===== src/design/mwr_pkg.sv =====
package mwr_pkg;

  localparam int FIELD_COUNT_DEF = 9;
  localparam int FIELD_WIDTH_DEF = 7;
  localparam int PACKED_W        = 63;
  localparam int TARGET_W        = 7;
  localparam int MASK_W          = 9;

  typedef struct packed {
    logic [PACKED_W-1:0] packed_weights;
    logic [TARGET_W-1:0] target_total;
    logic [MASK_W-1:0]   enable_mask;
  } request_t;

  typedef struct packed {
    logic [PACKED_W-1:0] adjusted_weights;
    logic                unreachable;
  } result_t;

  typedef enum logic {
    S_IDLE,
    S_SCAN
  } state_t;

  // sequencer to datapath
  typedef struct packed {
    logic load;    // capture a new transaction
    logic active;  // current field may be stepped this cycle
    logic dec;     // step direction: 1 lowers, 0 raises
  } ctrl_t;

  // datapath to sequencer
  typedef struct packed {
    logic at_target;
    logic above;
    logic step;
  } stat_t;

  // sequencer to output stage
  typedef struct packed {
    logic finish;
    logic stuck;
  } fin_t;

endpackage


===== src/design/mwr_step_unit.sv =====
module mwr_step_unit #(
  parameter int FIELD_WIDTH = mwr_pkg::FIELD_WIDTH_DEF,
  parameter int SUM_W       = 11
) (
  input  logic [FIELD_WIDTH-1:0] value,
  input  logic [SUM_W-1:0]       total,
  input  logic [SUM_W-1:0]       target,
  input  logic                   dec,
  output logic                   step,
  output logic [FIELD_WIDTH-1:0] value_next,
  output logic [SUM_W-1:0]       total_next
);

  localparam logic [FIELD_WIDTH-1:0] FIELD_MAX = {FIELD_WIDTH{1'b1}};

  logic [SUM_W-1:0] value_ext;
  logic             can_dec;
  logic             can_inc;

  assign value_ext = SUM_W'(value);
  assign can_dec   = (value > FIELD_WIDTH'(1)) && (total > target);
  // zero fields stay zero; never raise past the field ceiling
  assign can_inc   = (value != '0) && (value_ext < target) && (value != FIELD_MAX)
                     && (total < target);
  assign step      = dec ? can_dec : can_inc;

  assign value_next = dec ? value - FIELD_WIDTH'(1) : value + FIELD_WIDTH'(1);
  assign total_next = dec ? total - SUM_W'(1) : total + SUM_W'(1);

endmodule


===== src/design/mwr_datapath.sv =====
module mwr_datapath #(
  parameter int FIELD_COUNT = mwr_pkg::FIELD_COUNT_DEF,
  parameter int FIELD_WIDTH = mwr_pkg::FIELD_WIDTH_DEF,
  parameter int IDX_W       = 4,
  parameter int SUM_W       = 11
) (
  input  logic                          clk,
  input  mwr_pkg::ctrl_t                ctrl,
  input  logic [IDX_W-1:0]              idx,
  input  mwr_pkg::request_t             request,
  output mwr_pkg::stat_t                stat,
  output logic [mwr_pkg::PACKED_W-1:0]  adjusted_word,
  output logic [mwr_pkg::PACKED_W-1:0]  masked_word
);

  logic [FIELD_WIDTH-1:0] weight [FIELD_COUNT];
  logic [FIELD_WIDTH-1:0] masked [FIELD_COUNT];
  logic [FIELD_WIDTH-1:0] in_field [FIELD_COUNT];
  logic [SUM_W-1:0]       total;
  logic [SUM_W-1:0]       target;
  logic [SUM_W-1:0]       in_sum;
  logic                   step_ok;
  logic [FIELD_WIDTH-1:0] value_next;
  logic [SUM_W-1:0]       total_next;

  always_comb begin
    in_sum = '0;
    for (int i = 0; i < FIELD_COUNT; i++) begin
      in_field[i] = request.enable_mask[i] ?
                    request.packed_weights[FIELD_WIDTH*i +: FIELD_WIDTH] : '0;
      in_sum = in_sum + SUM_W'(in_field[i]);
    end
  end

  mwr_step_unit #(
    .FIELD_WIDTH (FIELD_WIDTH),
    .SUM_W       (SUM_W)
  ) u_step (
    .value      (weight[idx]),
    .total      (total),
    .target     (target),
    .dec        (ctrl.dec),
    .step       (step_ok),
    .value_next (value_next),
    .total_next (total_next)
  );

  assign stat.at_target = (total == target);
  assign stat.above     = (total > target);
  assign stat.step      = ctrl.active && step_ok;

  always_ff @(posedge clk) begin
    if (ctrl.load) begin
      for (int i = 0; i < FIELD_COUNT; i++) begin
        weight[i] <= in_field[i];
        masked[i] <= in_field[i];
      end
      total  <= in_sum;
      target <= SUM_W'(request.target_total);
    end else if (stat.step) begin
      weight[idx] <= value_next;
      total       <= total_next;
    end
  end

  always_comb begin
    adjusted_word = '0;
    masked_word   = '0;
    for (int i = 0; i < FIELD_COUNT; i++) begin
      adjusted_word[FIELD_WIDTH*i +: FIELD_WIDTH] = weight[i];
      masked_word[FIELD_WIDTH*i +: FIELD_WIDTH]   = masked[i];
    end
  end

endmodule


===== src/design/mwr_seq.sv =====
module mwr_seq #(
  parameter int FIELD_COUNT = mwr_pkg::FIELD_COUNT_DEF,
  parameter int IDX_W       = 4
) (
  input  logic             clk,
  input  logic             rst,
  input  logic             start,
  input  mwr_pkg::stat_t   stat,
  output mwr_pkg::ctrl_t   ctrl,
  output mwr_pkg::fin_t    fin,
  output logic [IDX_W-1:0] idx,
  output logic             busy
);

  localparam logic [IDX_W-1:0] LAST_IDX = IDX_W'(FIELD_COUNT - 1);

  mwr_pkg::state_t state;
  mwr_pkg::state_t state_next;

  logic first;    // cycle opens a pass
  logic dir;      // direction chosen at pass start
  logic changed;  // some field stepped in this pass
  logic dir_eff;
  logic changed_eff;
  logic finish_ok;
  logic finish_stuck;
  logic last;

  assign dir_eff      = first ? stat.above : dir;
  assign last         = (idx == LAST_IDX);
  assign finish_ok    = first && stat.at_target;
  assign changed_eff  = (!first && changed) || stat.step;
  assign finish_stuck = !finish_ok && last && !changed_eff;

  always_comb begin
    state_next = state;
    unique case (state)
      mwr_pkg::S_IDLE: begin
        if (start) state_next = mwr_pkg::S_SCAN;
      end
      mwr_pkg::S_SCAN: begin
        if (finish_ok || finish_stuck) state_next = mwr_pkg::S_IDLE;
      end
      default: state_next = mwr_pkg::S_IDLE;
    endcase
  end

  always_comb begin
    ctrl.load   = 1'b0;
    ctrl.active = 1'b0;
    ctrl.dec    = dir_eff;
    fin.finish  = 1'b0;
    fin.stuck   = 1'b0;
    busy        = 1'b0;
    unique case (state)
      mwr_pkg::S_IDLE: begin
        ctrl.load = start;
      end
      mwr_pkg::S_SCAN: begin
        busy        = 1'b1;
        ctrl.active = !finish_ok;
        fin.finish  = finish_ok || finish_stuck;
        fin.stuck   = finish_stuck;
      end
      default: begin
        busy = 1'b0;
      end
    endcase
  end

  always_ff @(posedge clk) begin
    if (rst) begin
      state   <= mwr_pkg::S_IDLE;
      idx     <= '0;
      first   <= 1'b1;
      dir     <= 1'b0;
      changed <= 1'b0;
    end else begin
      state <= state_next;
      if (ctrl.load) begin
        idx     <= '0;
        first   <= 1'b1;
        changed <= 1'b0;
      end else if (ctrl.active) begin
        if (last) begin
          // wrap to the next pass
          idx   <= '0;
          first <= 1'b1;
        end else begin
          idx     <= idx + IDX_W'(1);
          first   <= 1'b0;
          dir     <= dir_eff;
          changed <= changed_eff;
        end
      end
    end
  end

endmodule


===== src/design/masked_weight_renormalize.sv =====
// masked_weight_renormalize
//
// Command port: drive request and raise start; the transaction is taken at a
// rising edge with start high and busy low. busy stays high while the fields
// are being adjusted, and no new transaction is taken then.
// Result port: done is high for exactly one cycle with result valid in that
// cycle. The receiver cannot stall the block, so a result must be taken then.
// Operation: the adjustment walks one field per cycle through a single
// compare/step unit in round-robin passes over the fields. The block
// finishes when a pass opens with the masked sum equal to the target and
// returns the adjusted fields; done is registered from that finishing
// cycle. The default is nine 7-bit fields. One transaction is in flight at
// a time; the next one may be issued in the cycle that done is high.
// Unreachable targets end at the close of the first pass that steps no
// field; the masked input fields are then returned with unreachable set.
// Reset: synchronous, active high; clears the sequencer and done, leaving the
// block idle and ready. No state carries from one transaction to the next.
module masked_weight_renormalize #(
  parameter int FIELD_COUNT = mwr_pkg::FIELD_COUNT_DEF,
  parameter int FIELD_WIDTH = mwr_pkg::FIELD_WIDTH_DEF
) (
  input  logic              clk,
  input  logic              rst,
  input  logic              start,
  input  mwr_pkg::request_t request,
  output logic              busy,
  output logic              done,
  output mwr_pkg::result_t  result
);

  localparam int IDX_W   = (FIELD_COUNT > 1) ? $clog2(FIELD_COUNT) : 1;
  localparam int MAX_SUM = FIELD_COUNT * ((1 << FIELD_WIDTH) - 1);
  localparam int RAW_W   = $clog2(MAX_SUM + 1);
  localparam int SUM_W   = (RAW_W > mwr_pkg::TARGET_W) ? RAW_W : mwr_pkg::TARGET_W;

  mwr_pkg::ctrl_t ctrl;
  mwr_pkg::stat_t stat;
  mwr_pkg::fin_t  fin;

  logic [IDX_W-1:0]             idx;
  logic [mwr_pkg::PACKED_W-1:0] adjusted_word;
  logic [mwr_pkg::PACKED_W-1:0] masked_word;

  mwr_seq #(
    .FIELD_COUNT (FIELD_COUNT),
    .IDX_W       (IDX_W)
  ) u_seq (
    .clk   (clk),
    .rst   (rst),
    .start (start),
    .stat  (stat),
    .ctrl  (ctrl),
    .fin   (fin),
    .idx   (idx),
    .busy  (busy)
  );

  mwr_datapath #(
    .FIELD_COUNT (FIELD_COUNT),
    .FIELD_WIDTH (FIELD_WIDTH),
    .IDX_W       (IDX_W),
    .SUM_W       (SUM_W)
  ) u_dp (
    .clk           (clk),
    .ctrl          (ctrl),
    .idx           (idx),
    .request       (request),
    .stat          (stat),
    .adjusted_word (adjusted_word),
    .masked_word   (masked_word)
  );

  always_ff @(posedge clk) begin
    if (rst) begin
      done <= 1'b0;
    end else begin
      done <= fin.finish;
    end
  end

  // hold the result register between transactions
  always_ff @(posedge clk) begin
    if (fin.finish) begin
      result.adjusted_weights <= fin.stuck ? masked_word : adjusted_word;
      result.unreachable      <= fin.stuck;
    end
  end

endmodule


===== config.mk =====
export PLATFORM = sky130hd
export DESIGN_NAME = masked_weight_renormalize
export DESIGN_NICKNAME = d
export VERILOG_FILES = /design/src/design/mwr_pkg.sv /design/src/design/mwr_step_unit.sv /design/src/design/mwr_datapath.sv /design/src/design/mwr_seq.sv /design/src/design/masked_weight_renormalize.sv
export SDC_FILE = /design/constraint.sdc
export NUM_CORES = 1
export LEC_CHECK = 0
export ABC_AREA = 1
export ABC_CLOCK_PERIOD_IN_PS = 11400
export BUFFER_PORTS_ARGS = -buffer_cell sky130_fd_sc_hd__buf_2
export CORE_MARGIN = 5
export CORE_UTILIZATION = 40
export CTS_CLUSTER_DIAMETER = 60
export DETAILED_ROUTE_END_ITERATION = 10
export PLACE_DENSITY = 0.56
export SYNTH_ARGS = -nofsm -noshare
export SYNTH_HDL_FRONTEND = slang
export SYNTH_SLANG_ARGS = --single-unit

===== constraint.sdc =====
create_clock -name clk -period 11.4 [get_ports clk]
set_clock_uncertainty 0.2 [all_clocks]
set_input_delay 3.42 -clock clk [delete_from_list [all_inputs] [get_ports clk]]
set_output_delay 3.42 -clock clk [all_outputs]
set_load 0.01 [all_outputs]

After elaboration in Yosys (flattened, before gate mapping)

Memories as Yosys holds them, arrays and structs flattened. A register that Yosys moved wholly into a read port is not among the register bits.
Cells that the tools add are included.
W data, S select, Z words.

Add/subtract/negate cells: 13
Order comparisons: 4
Equal/unequal tests: 3
Mux-type cells: 35
Bitwise gates (word level): 3
Reduce and logical (&&, ||, !) cells: 20

Operator list:

| kind                    | number |
|---|---|
| $add A11 B7 Y11         | 7 |
| $mux W7                 | 11 |
| $mux W63                | 1 |
| $mux W11                | 3 |
| $mux W4                 | 4 |
| $mux W1                 | 14 |
| $add A11 B1 Y11 const B | 1 |
| $eq A11 B7 Y1           | 1 |
| $gt A11 B7 Y1           | 1 |
| $lt A11 B7 Y1           | 1 |
| $sub A11 B1 Y11 const B | 1 |
| $logic_and A1 B1 Y1     | 9 |
| $add A7 B7 Y8           | 1 |
| $add A7 B1 Y7 const B   | 1 |
| $gt A7 B1 Y1 const B    | 1 |
| $lt A7 B7 Y1            | 1 |
| $ne A7 B7 Y1 const B    | 1 |
| $reduce_bool A7 Y1      | 1 |
| $reduce_or A7 Y1        | 1 |
| $sub A7 B1 Y7 const B   | 1 |
| $add A4 B1 Y4 const B   | 1 |
| $eq A4 B4 Y1 const B    | 1 |
| $logic_not A1 Y1        | 3 |
| $not A1 Y1              | 3 |
| 7 further kinds         | 8 |

Register bits after elaboration: 91
Memory bits (writable): 126
Input port bits: 82
Memories kept: 2

Memories:

| memory      | depth | bits a word | read ports | clocked after memory_dff | wr ports | line               | source |
|---|---|---|---|---|---|---|---|
| u_dp.masked | 9     | 7           | 9          | 0                        | 9        | mwr_datapath.sv:17 | `logic [FIELD_WIDTH-1:0] masked [FIELD_COUNT];` |
| u_dp.weight | 9     | 7           | 10         | 1                        | 9        | mwr_datapath.sv:16 | `logic [FIELD_WIDTH-1:0] weight [FIELD_COUNT];` |

Depth between registers and ports, before layout

Gate-level depths: netlist (run 1).

Depth after elaboration: 12
Gate-level depth with buffers: 28

Cells and area by module

Synthesis (run 1) repeated with hierarchy kept, for this count alone.

Cells, all modules: 1624
Area, all modules: 14869.3 um^2

Modules (own cells, without submodules):

| module                    | times used | cells an instance | area each (um^2) | sequential area each (um^2) |
|---|---|---|---|---|
| mwr_datapath              | 1          | 1045              | 10239.8          | 5795.6 |
| masked_weight_renormalize | 1          | 270               | 2791.4           | 1941.9 |
| mwr_step_unit             | 1          | 247               | 1382.6           | 0.0 |
| mwr_seq                   | 1          | 62                | 455.4            | 160.2 |

Worst setup path before layout (run 1)

OpenSTA, ideal clock, no wires.

Kind: input to register
Start: in request[23] in the netlist's numbering
End: reg u_dp.total[9], data pin
Setup time: 0.263 ns
Data arrival time: 7.940 ns
Data required time: 10.937 ns
Setup slack: 2.997 ns
Stages on the path: 26
Path through: nand2_1 > inv_1 > ha_1 > fa_1 > nand3_1 > nand3_1 > nand2_1 > inv_1 > fa_1 > inv_1 > fa_1 > fa_1 > fa_1 > inv_1 > ha_1 > a21oi_1 > and2_1 > nor2_1 > o21ai_0 > nand2_1 > inv_1 > nor2_1 > o21ai_0 > nand2_1 > o21ai_0 > o21ai_0

RTL lines:

| what                 | line                            | source |
|---|---|---|
| from (decl)          | masked_weight_renormalize.sv:25 | `input mwr_pkg::request_t request,` |
| to (signal assigned) | mwr_datapath.sv:58              | `total <= in_sum;` |
| to (signal assigned) | mwr_datapath.sv:62              | `total <= total_next;` |
| to (decl)            | mwr_datapath.sv:19              | `logic [SUM_W-1:0] total;` |

==> results of run 1 <==
report_power, final:
group	switching, W	total [W]	internal, W
clock	0.000392	0.000933	0.000542
sequential	0.0000374	0.00123	0.00120
combinational	0.000579	0.000870	0.000290
cell usage after synthesis, drive strengths merged:
master | count | area (um^2)
nand2 | 511 | 1960
edfxtp | 257 | 7720
inv | 223 | 840
o21ai | 102 | 510
nand3 | 93 | 470
nor2 | 76 | 355
ha | 48 | 601
fa | 43 | 861
buf | 36 | 298
a21oi | 30 | 154
clkbuf | 13 | 48.8
dfxtp | 13 | 260
o211ai | 9 | 67.6
xor2 | 9 | 78.8
nor3 | 6 | 40.0
or2 | 5 | 31.3
o31ai | 4 | 30.0
xnor2 | 4 | 35.0
nand4 | 3 | 33.8
o21bai | 3 | 22.5
a211oi | 1 | 7.51
a21boi | 1 | 18.8
a31oi | 1 | 6.26
and2 | 1 | 6.26
nand3b | 1 | 7.51
nor3b | 1 | 7.51
nor4 | 1 | 6.26
o32ai | 1 | 8.76
path summary, 6_finish.rpt:
path,start,end,slack [ns],cells after the start
setup / recovery,request[1],u_dp.total[9],3.04,27
hold / removal,u_dp.masked[1][12],result[41],0.31,2
hold reg to reg,u_dp.masked[1][12],result[41],0.31,2
setup reg to reg,flip-flop,result[57],5.25,20
worst reg2reg max path, cell delays in order, from the launching register on:
cell     delay [ns]
dfxtp_2        0.68
buf_4          0.52
nand2_1        0.14
nand3_1        0.14
nand3_1        0.20
nand3_1        0.19
nand2_1        0.64
inv_1          0.38
ha_1           0.23
inv_1          0.06
nor3_2         0.23
nand2_1        0.10
nand4_1        0.09
nand2_1        0.06
nand2_2        0.44
nand4_4        0.12
buf_4          0.28
inv_2          0.50
buf_4          0.52
nand2_1        0.14
nand2_1        0.14
cell families after synthesis:
group,count (synthesis),synth area share (%)
buf+inv,272,8.19
flops,270,55.1
xor+xnor,13,0.786
fa+ha+maj,91,10.1
compound gates,152,5.70
simple gates,698,20.1
per-layer routing:
metal  up-vias  wire (um)  GRT usage [%]
met5         -          0              0
met4         0       1250           5.80
met3        77       3370           4.24
met2       402      18900           32.7
met1      5043      18600           28.9
li1       5145          -              -
flip-flops by register name, indices dropped and copies added, names as in the netlist, named ones only:
signal / flops
done: 1
result: 64
u_dp.masked: 63
u_dp.target: 7
u_dp.total: 11
u_dp.weight: 112
u_seq.changed: 1
u_seq.dir: 1
u_seq.first: 1
u_seq.idx: 4
u_seq.state: 1
layout make-up:
class	instances	area (um^2)	area share [%]
flip-flops and latches	270	7980	48.3
repair buffers	161	841	5.09
multi-input cells	954	5330	32.3
clock buffers	37	798	4.83
clock inverters	18	149	0.902
inverters	223	841	5.09
well taps	461	577	3.49
stage by stage:
step / cells / instance area [um^2] / hold slack (ns)
5_1_grt: 2124 / 16500 / 0.324
3_5_place_dp: 2069 / 15600 / 0.294
6_report: 2124 / 16500 / 0.307
2_1_floorplan: 1496 / 14500 / 0.268
3_3_place_gp: 2069 / 15600 / 0.285
4_1_cts: 2124 / 16500 / 0.310
==> flow_metrics.tcl, run 1 <==
set metrics [dict create \
    ys_seq_area_share_pct 55.1 \
    start_util_pct 40.6 \
    rows 69 \
    netlist_area_um2 14500 \
    core_area_um2 35700 \
    fin_ws_ns 3.04 \
    wl_mm 42.2 \
    grt_util_all_layers_pct 20.6 \
    ant_nets 0 \
    cts_root_buf "clkbuf_16" \
    finalCritPeriodShare_pct 73.3 \
    drtIter0Drc 1069 \
    hold_class "reg -> reg" \
    drv_cap 0 \
    die_w_um 200 \
    grt_pass1_wl_mm 63.9 \
    finalHoldViolCount 0 \
    cts_setup_buffers 0 \
    power_leakage_nw 7.59 \
    diodes 0 \
    fillCellCount 3410 \
    ir_worst_vdd_v 0.000118 \
    clockBufferDepth 3 \
    maxSlewHeadroom_pct 15.0 \
    crit_path_start_kind "input pin" \
    grt_pass1_vias 10600 \
    htreeDepth 1 \
    critPathMaxFanout 7 \
    synth_fp_nets 1669 \
    place_congestion 0.890 \
    area_growth_syn_to_layout_pct 14.0 \
    postLayoutCoreUtil_pct 46.3 \
    ios 148 \
    rsz0062_at_grt "false" \
    io_buffers 147 \
    fin_tns_setup_ns 0 \
    cp-end-kind "flip-flop" \
    min_period_ns 8.36 \
    clk_pin_slew_ns 0.06 \
    vias 10700 \
    tightest_slew_ns 1.28 \
    die_h_um 200 \
    final_layout_size_suffix_gt1_share_pct 14.4 \
    outcome "finished, final reports clean" \
    drt_first_pass_iters 5 \
    layout_commonest_cell "nand2_1" \
    cts_tree "yes" \
    synth_warnings 0 \
    grt_overflow 0 \
    drc 0 \
    cpPeakStageDelay_ns 0.54 \
    fmax_mhz 120 \
    fin_nets 1814 \
    routedWlPerCell_um 19.8 \
    critPathKind "in -> reg" \
    synth_cell_types 43 \
    antenna_found_initial 0 \
    cp_data_required_time_ns 11.49 \
    drv_slew 0 \
    layout.cells.most_common_list "498 x nand2_1, 257 x edfxtp_1, 215 x inv_1" \
    arrival_ns 8.46 \
    numCtsBuffers 31 \
    die_area_um2 40100 \
    post-place-ws_ns 2.53 \
    p_total_w 0.00304 \
    powerDensity_nw_per_um2 184 \
    synth-seq-cells 270 \
    worst_path_dominant_cell_family "adder cells" \
    vias_per_cell 5.02 \
    clkLatencyLatePin_ns 0.56 \
    postSynthCellCount 1496 \
    hpwl_mm 31.3 \
    holdBufCountCts 0 \
    syn_avg_cell_area_um2 9.68 \
    slowest_stage "fa_1" \
    cts_sinks 270 \
    critPathBufInv 6 \
    grt_max_degree 63 \
    cts_resized 0 \
    setup_viol 0 \
]
Note: power is estimated with default switching activity, not from simulation.
==> run 2, diff against run 1 <==
ABC_CLOCK_PERIOD_IN_PS = 6880   (was 11400)
PLACE_DENSITY = 0.58   (was 0.56)
clock period = 6.88 ns   (was 11.4 ns; I/O delays follow)
==> flow_metrics.tcl, run 2 (synthesis results as in run 1) <==
set metrics [dict create \
    outcome "finished, final reports clean" \
    drv_cap 0 \
    final_cell_area_um2 16900 \
    critPathMaxFanout 5 \
    routedWlPerCell_um 19.4 \
    drt_first_pass_iters 8 \
    wl_mm 41.7 \
    largest_reg_flops 112 \
    holdBufCountCts 0 \
    grt_pass1_vias 10700 \
    vias 10800 \
    cpPeakStageDelay_ns 0.55 \
    grt_util_all_layers_pct 20.3 \
    clk_pin_slew_ns 0.06 \
    layout.cells.most_common_list "497 x nand2_1, 257 x edfxtp_1, 213 x inv_1" \
    drv_slew 0 \
    numCtsBuffers 31 \
    power_leakage_nw 7.76 \
    drtIter0Drc 927 \
    hold_class "reg -> reg" \
    critPathKind "in -> reg" \
    vias_per_cell 5.01 \
    postLayoutCoreUtil_pct 47.3 \
    crit_path_start_kind "input pin" \
    ios 148 \
    clkLatencyLatePin_ns 0.58 \
    finalHoldViolCount 0 \
    hpwl_mm 30.4 \
    rows 69 \
    slowest_stage "fa_1" \
    cp_cell_sequence "buf_2, nand2_1, inv_1, ha_2, fa_2, xor2_1, fa_1, inv_1, fa_1, fa_1, fa_1, inv_1, ha_1, inv_1, fa_1, o31ai_4, a21oi_2, o21bai_1, nand2_1, nand3_1, o21ai_0" \
    fin_tns_setup_ns 0 \
    die_h_um 200 \
    layout_commonest_cell "nand2_1" \
    io_buffers 147 \
    place_congestion 0.888 \
    critPathBufInv 5 \
    die_w_um 200 \
    place_area_um2 15800 \
    start_util_pct 40.6 \
    worst_path_dominant_cell_family "adder cells" \
    powerDensity_nw_per_um2 319 \
    cp_common_cell "fa_1" \
    reg_top3 "u_dp.weight: 112 flops, result: 64 flops, u_dp.masked: 63 flops" \
    ir_worst_vdd_v 0.000230 \
    fin_nets 1836 \
    antenna_found_initial 0 \
    die_area_um2 40100 \
    grt_max_degree 84 \
    finalCritPeriodShare_pct 95.7 \
    min_period_ns 6.58 \
    fmax_mhz 152 \
    cp-end-kind "flip-flop" \
    setup_viol 0 \
    p_total_w 0.00538 \
    clockBufferDepth 3 \
    area_growth_syn_to_layout_pct 16.6 \
    cp_data_required_time_ns 7.00 \
    ant_nets 0 \
    cts_root_buf "clkbuf_16" \
    drc 0 \
    cts_tree "yes" \
    final_layout_size_suffix_gt1_share_pct 17.2 \
    arrival_ns 6.70 \
    diodes 0 \
    htreeDepth 1 \
    core_area_um2 35700 \
    dp_cells 2090 \
    grt_pass1_wl_mm 63.4 \
    grt_overflow 0 \
    cts_sinks 270 \
    maxSlewHeadroom_pct 20.9 \
    tightest_slew_ns 1.19 \
    fin_cells 2149 \
    largest-register "u_dp.weight" \
]
-- run 2: area by class of cell --
type,count,area (um^2)
fillers,3401,18800
flip-flops and latches,270,7980
multi-input cells,954,5420
repair buffers,183,1030
clock buffers,41,843
inverters,223,841
well taps,461,577
clock inverters,17,193
-- run 2: final timing paths --
| path | endpoint | cells after the start | start | slack [ns] |
|---|---|---|---|---|
| setup / recovery | u_dp.total[8] | 21 | request[1] | 0.30 |
| hold / removal | u_seq.changed | 2 | u_seq.changed | 0.31 |
| setup reg to reg | result[28] | 19 | flip-flop | 1.94 |
| hold reg to reg | u_seq.changed | 2 | u_seq.changed | 0.31 |
-- run 2: what timing repair did --
item | in CTS | in global routing
setup endpoints to repair | 0 | 3
gates resized for setup | 0 | 19
buffers inserted | 0 | 1
-- run 2: where the power goes --
part | total [W] | switching, W | internal (W) | leakage (nW)
Clock | 0.00167 | 0.000693 | 0.000981 | 0.508
Combinational | 0.00166 | 0.00104 | 0.000614 | 4.70
Sequential | 0.00205 | 0.0000618 | 0.00198 | 2.55
Total | 0.00538 | 0.00180 | 0.00358 | 7.76
-- run 2: metal layers --
layer	up-vias	share of wire, %	track usage (%)	wire length (um)
met1	5051	44	29.4	18400
met3	62	8.5	3.69	3560
met5	-	0	0	0
li1	5185	-	-	-
met2	461	45	32.1	18800
met4	0	2.2	4.28	924
-- run 2: tightest hold or removal path, cell delays in order (launching register included) --
cell,delay (ns)
dfxtp_1,0.32
o211ai_1,0.10
inv_1,0.06
-- run 2: through the flow --
| stage | hold slack [ns] | setup WS, ns |
|---|---|---|
| floorplan | 0.268 | -0.00160 |
| CTS | 0.308 | 0.0951 |
| global placement | 0.286 | -0.355 |
| finish | 0.306 | 0.299 |
| detailed placement | 0.291 | -0.507 |
| global route | 0.322 | -0.0174 |
==> run 3, diff against run 2 <==
CORE_MARGIN = 2   (was 5)
==> flow_metrics.tcl, run 3 (synthesis results as in run 1) <==
set metrics [dict create \
    die_area_um2 37700 \
    p_total_w 0.00520 \
    grt_max_degree 72 \
    finalHoldViolCount 0 \
    clockBufferDepth 3 \
    largest_reg_flops 112 \
    fin_nets 1834 \
    htreeDepth 1 \
    swShare_pct 34.1 \
    ir_worst_vdd_v 0.000220 \
    fin_ws_ns 0.307 \
    powerDensity_nw_per_um2 311 \
    cts_tree "yes" \
    cp_data_required_time_ns 7.00 \
    r2r-end "result[29]" \
    postLayoutCoreUtil_pct 47.1 \
    diodes 0 \
    tightest_slew_ns 1.18 \
    worstSetupEndpoint "u_dp.total[8]" \
    place_congestion 0.902 \
    cts_root_buf "clkbuf_16" \
    clkLatencyLatePin_ns 0.57 \
    p_switching_w 0.00177 \
    hpwl_mm 29.6 \
    startpoint "request[0]" \
    critPathMaxFanout 5 \
    grt_overflow 0 \
    post-place-ws_ns -0.438 \
    arrival_ns 6.69 \
    clk_pin_slew_ns 0.06 \
    final_layout_size_suffix_gt1_share_pct 16.7 \
    vias_per_cell 5.01 \
    power_leakage_nw 7.67 \
    cp-end-kind "flip-flop" \
    layout.cells.most_common_list "497 x nand2_1, 257 x edfxtp_1, 214 x inv_1" \
    drv_slew 0 \
    routedWlPerCell_um 19.0 \
    grt_util_all_layers_pct 21.6 \
    maxSlewHeadroom_pct 21.0 \
    wl_mm 40.7 \
    drt_first_pass_iters 6 \
    io_buffers 147 \
    dp_cells 2090 \
    setup_viol 0 \
    core_area_um2 35600 \
    reg_top3 "u_dp.weight: 112 flops, result: 64 flops, u_dp.masked: 63 flops" \
    layout_commonest_cell "nand2_1" \
    ant_nets 0 \
    finalCritPeriodShare_pct 95.5 \
    vias 10700 \
    outcome "finished, final reports clean" \
    hold_path.startpoint "u_dp.masked[1][11]" \
    die_w_um 194 \
    start_util_pct 40.7 \
    regToRegSetupSlack_ns 1.80 \
    rows 69 \
    combPwrFrac_pct 31.8 \
    die_h_um 194 \
    ff2ff_path_depth 19 \
    ios 148 \
    intPower_w 0.00343 \
    antenna_found_initial 0 \
    fmax_mhz 152 \
    critPathKind "in -> reg" \
    min_period_ns 6.57 \
    area_growth_syn_to_layout_pct 15.6 \
    largest-register "u_dp.weight" \
    drc 0 \
    crit_path_start_kind "input pin" \
    drtIter0Drc 952 \
    grt_pass1_vias 10400 \
    p_seq_share_pct 39.2 \
    hold_class "reg -> reg" \
    power.share.clock_pct 29.0 \
    cts_sinks 270 \
    drv_cap 0 \
    numCtsBuffers 30 \
    fin_cells 2144 \
    grt_pass1_wl_mm 62.1 \
]
[run 3: cell count changes in the layout (fill, tap and decap cells not counted), moves of 2 or more]
cell	previous run	this run
clkinvlp_4	2	5
clkbuf_1	7	5
clkinv_2	8	4
clkinv_4	2	0
bufinv_16	3	1
clkinv_1	1	8
clkbuf_8	3	0
[run 3: worst min-delay path by stage]
stage,slack [ns],end,depth (start not counted)
finish,0.30,result[40],2
global route,0.32,result[11],2
CTS,0.31,result[12],2
detailed placement,0.29,u_seq.changed,2
global placement,0.29,u_seq.changed,2
floorplan,0.27,u_seq.changed,2
[run 3: layout make-up]
type | count | area [um^2]
fill | 3340 | 18800
sequential | 270 | 7980
multi-input combinational | 954 | 5420
timing repair buffer | 182 | 1010
inverter | 223 | 841
clock buffer | 35 | 769
tap | 461 | 577
clock inverter | 19 | 140
[run 3: repair_timing]
item                                    CTS  global route
resized for setup                         0            22
setup buffers                             0             0
hold buffers                              0             0
endpoints found under the setup margin    0             4
[run 3: through the flow]
stage,setup TNS [ns],hold WS (ns),area (um^2)
6_report,0,0.304,16700
5_1_grt,-0.152,0.323,16700
4_1_cts,0,0.310,16700
3_5_place_dp,-1.74,0.286,15800
3_3_place_gp,-1.56,0.285,15800
2_1_floorplan,-0.00160,0.268,14500
[run 3: power by group through the flow]
stage                     Sequential (W)  Clock, W  Combinational (W)
after floorplan                  0.00205         0            0.00102
after global placement           0.00207         0            0.00150
after detailed placement         0.00207         0            0.00152
after CTS                        0.00204   0.00153            0.00153
after global routing             0.00205   0.00159            0.00187
final                            0.00204   0.00151            0.00165
[run 3: metal layers]
metal,vias up,global-route usage (%),wire length (um)
met5,-,0,0
met4,0,7.44,1420
met3,75,3.04,2900
met2,417,33.0,18000
met1,5051,31.5,18400
li1,5189,-,-
[run 3: worst max-delay path, cell delays in order]
cell and delay [ns]:
buf_2 0.12, buf_4 0.14, nand2_1 0.05, inv_1 0.09, ha_1 0.28, nand3_1 0.09
nand2_2 0.07, a21oi_2 0.16, o21ai_2 0.08, xnor2_1 0.16, inv_1 0.08, fa_1 0.53
inv_1 0.05, fa_1 0.46, fa_1 0.50, fa_1 0.55, inv_1 0.07, ha_4 0.26
a21oi_4 0.14, o31ai_4 0.10, a21oi_2 0.14, o21bai_1 0.09, or2_2 0.27, nand3_1 0.06
o21ai_0 0.09
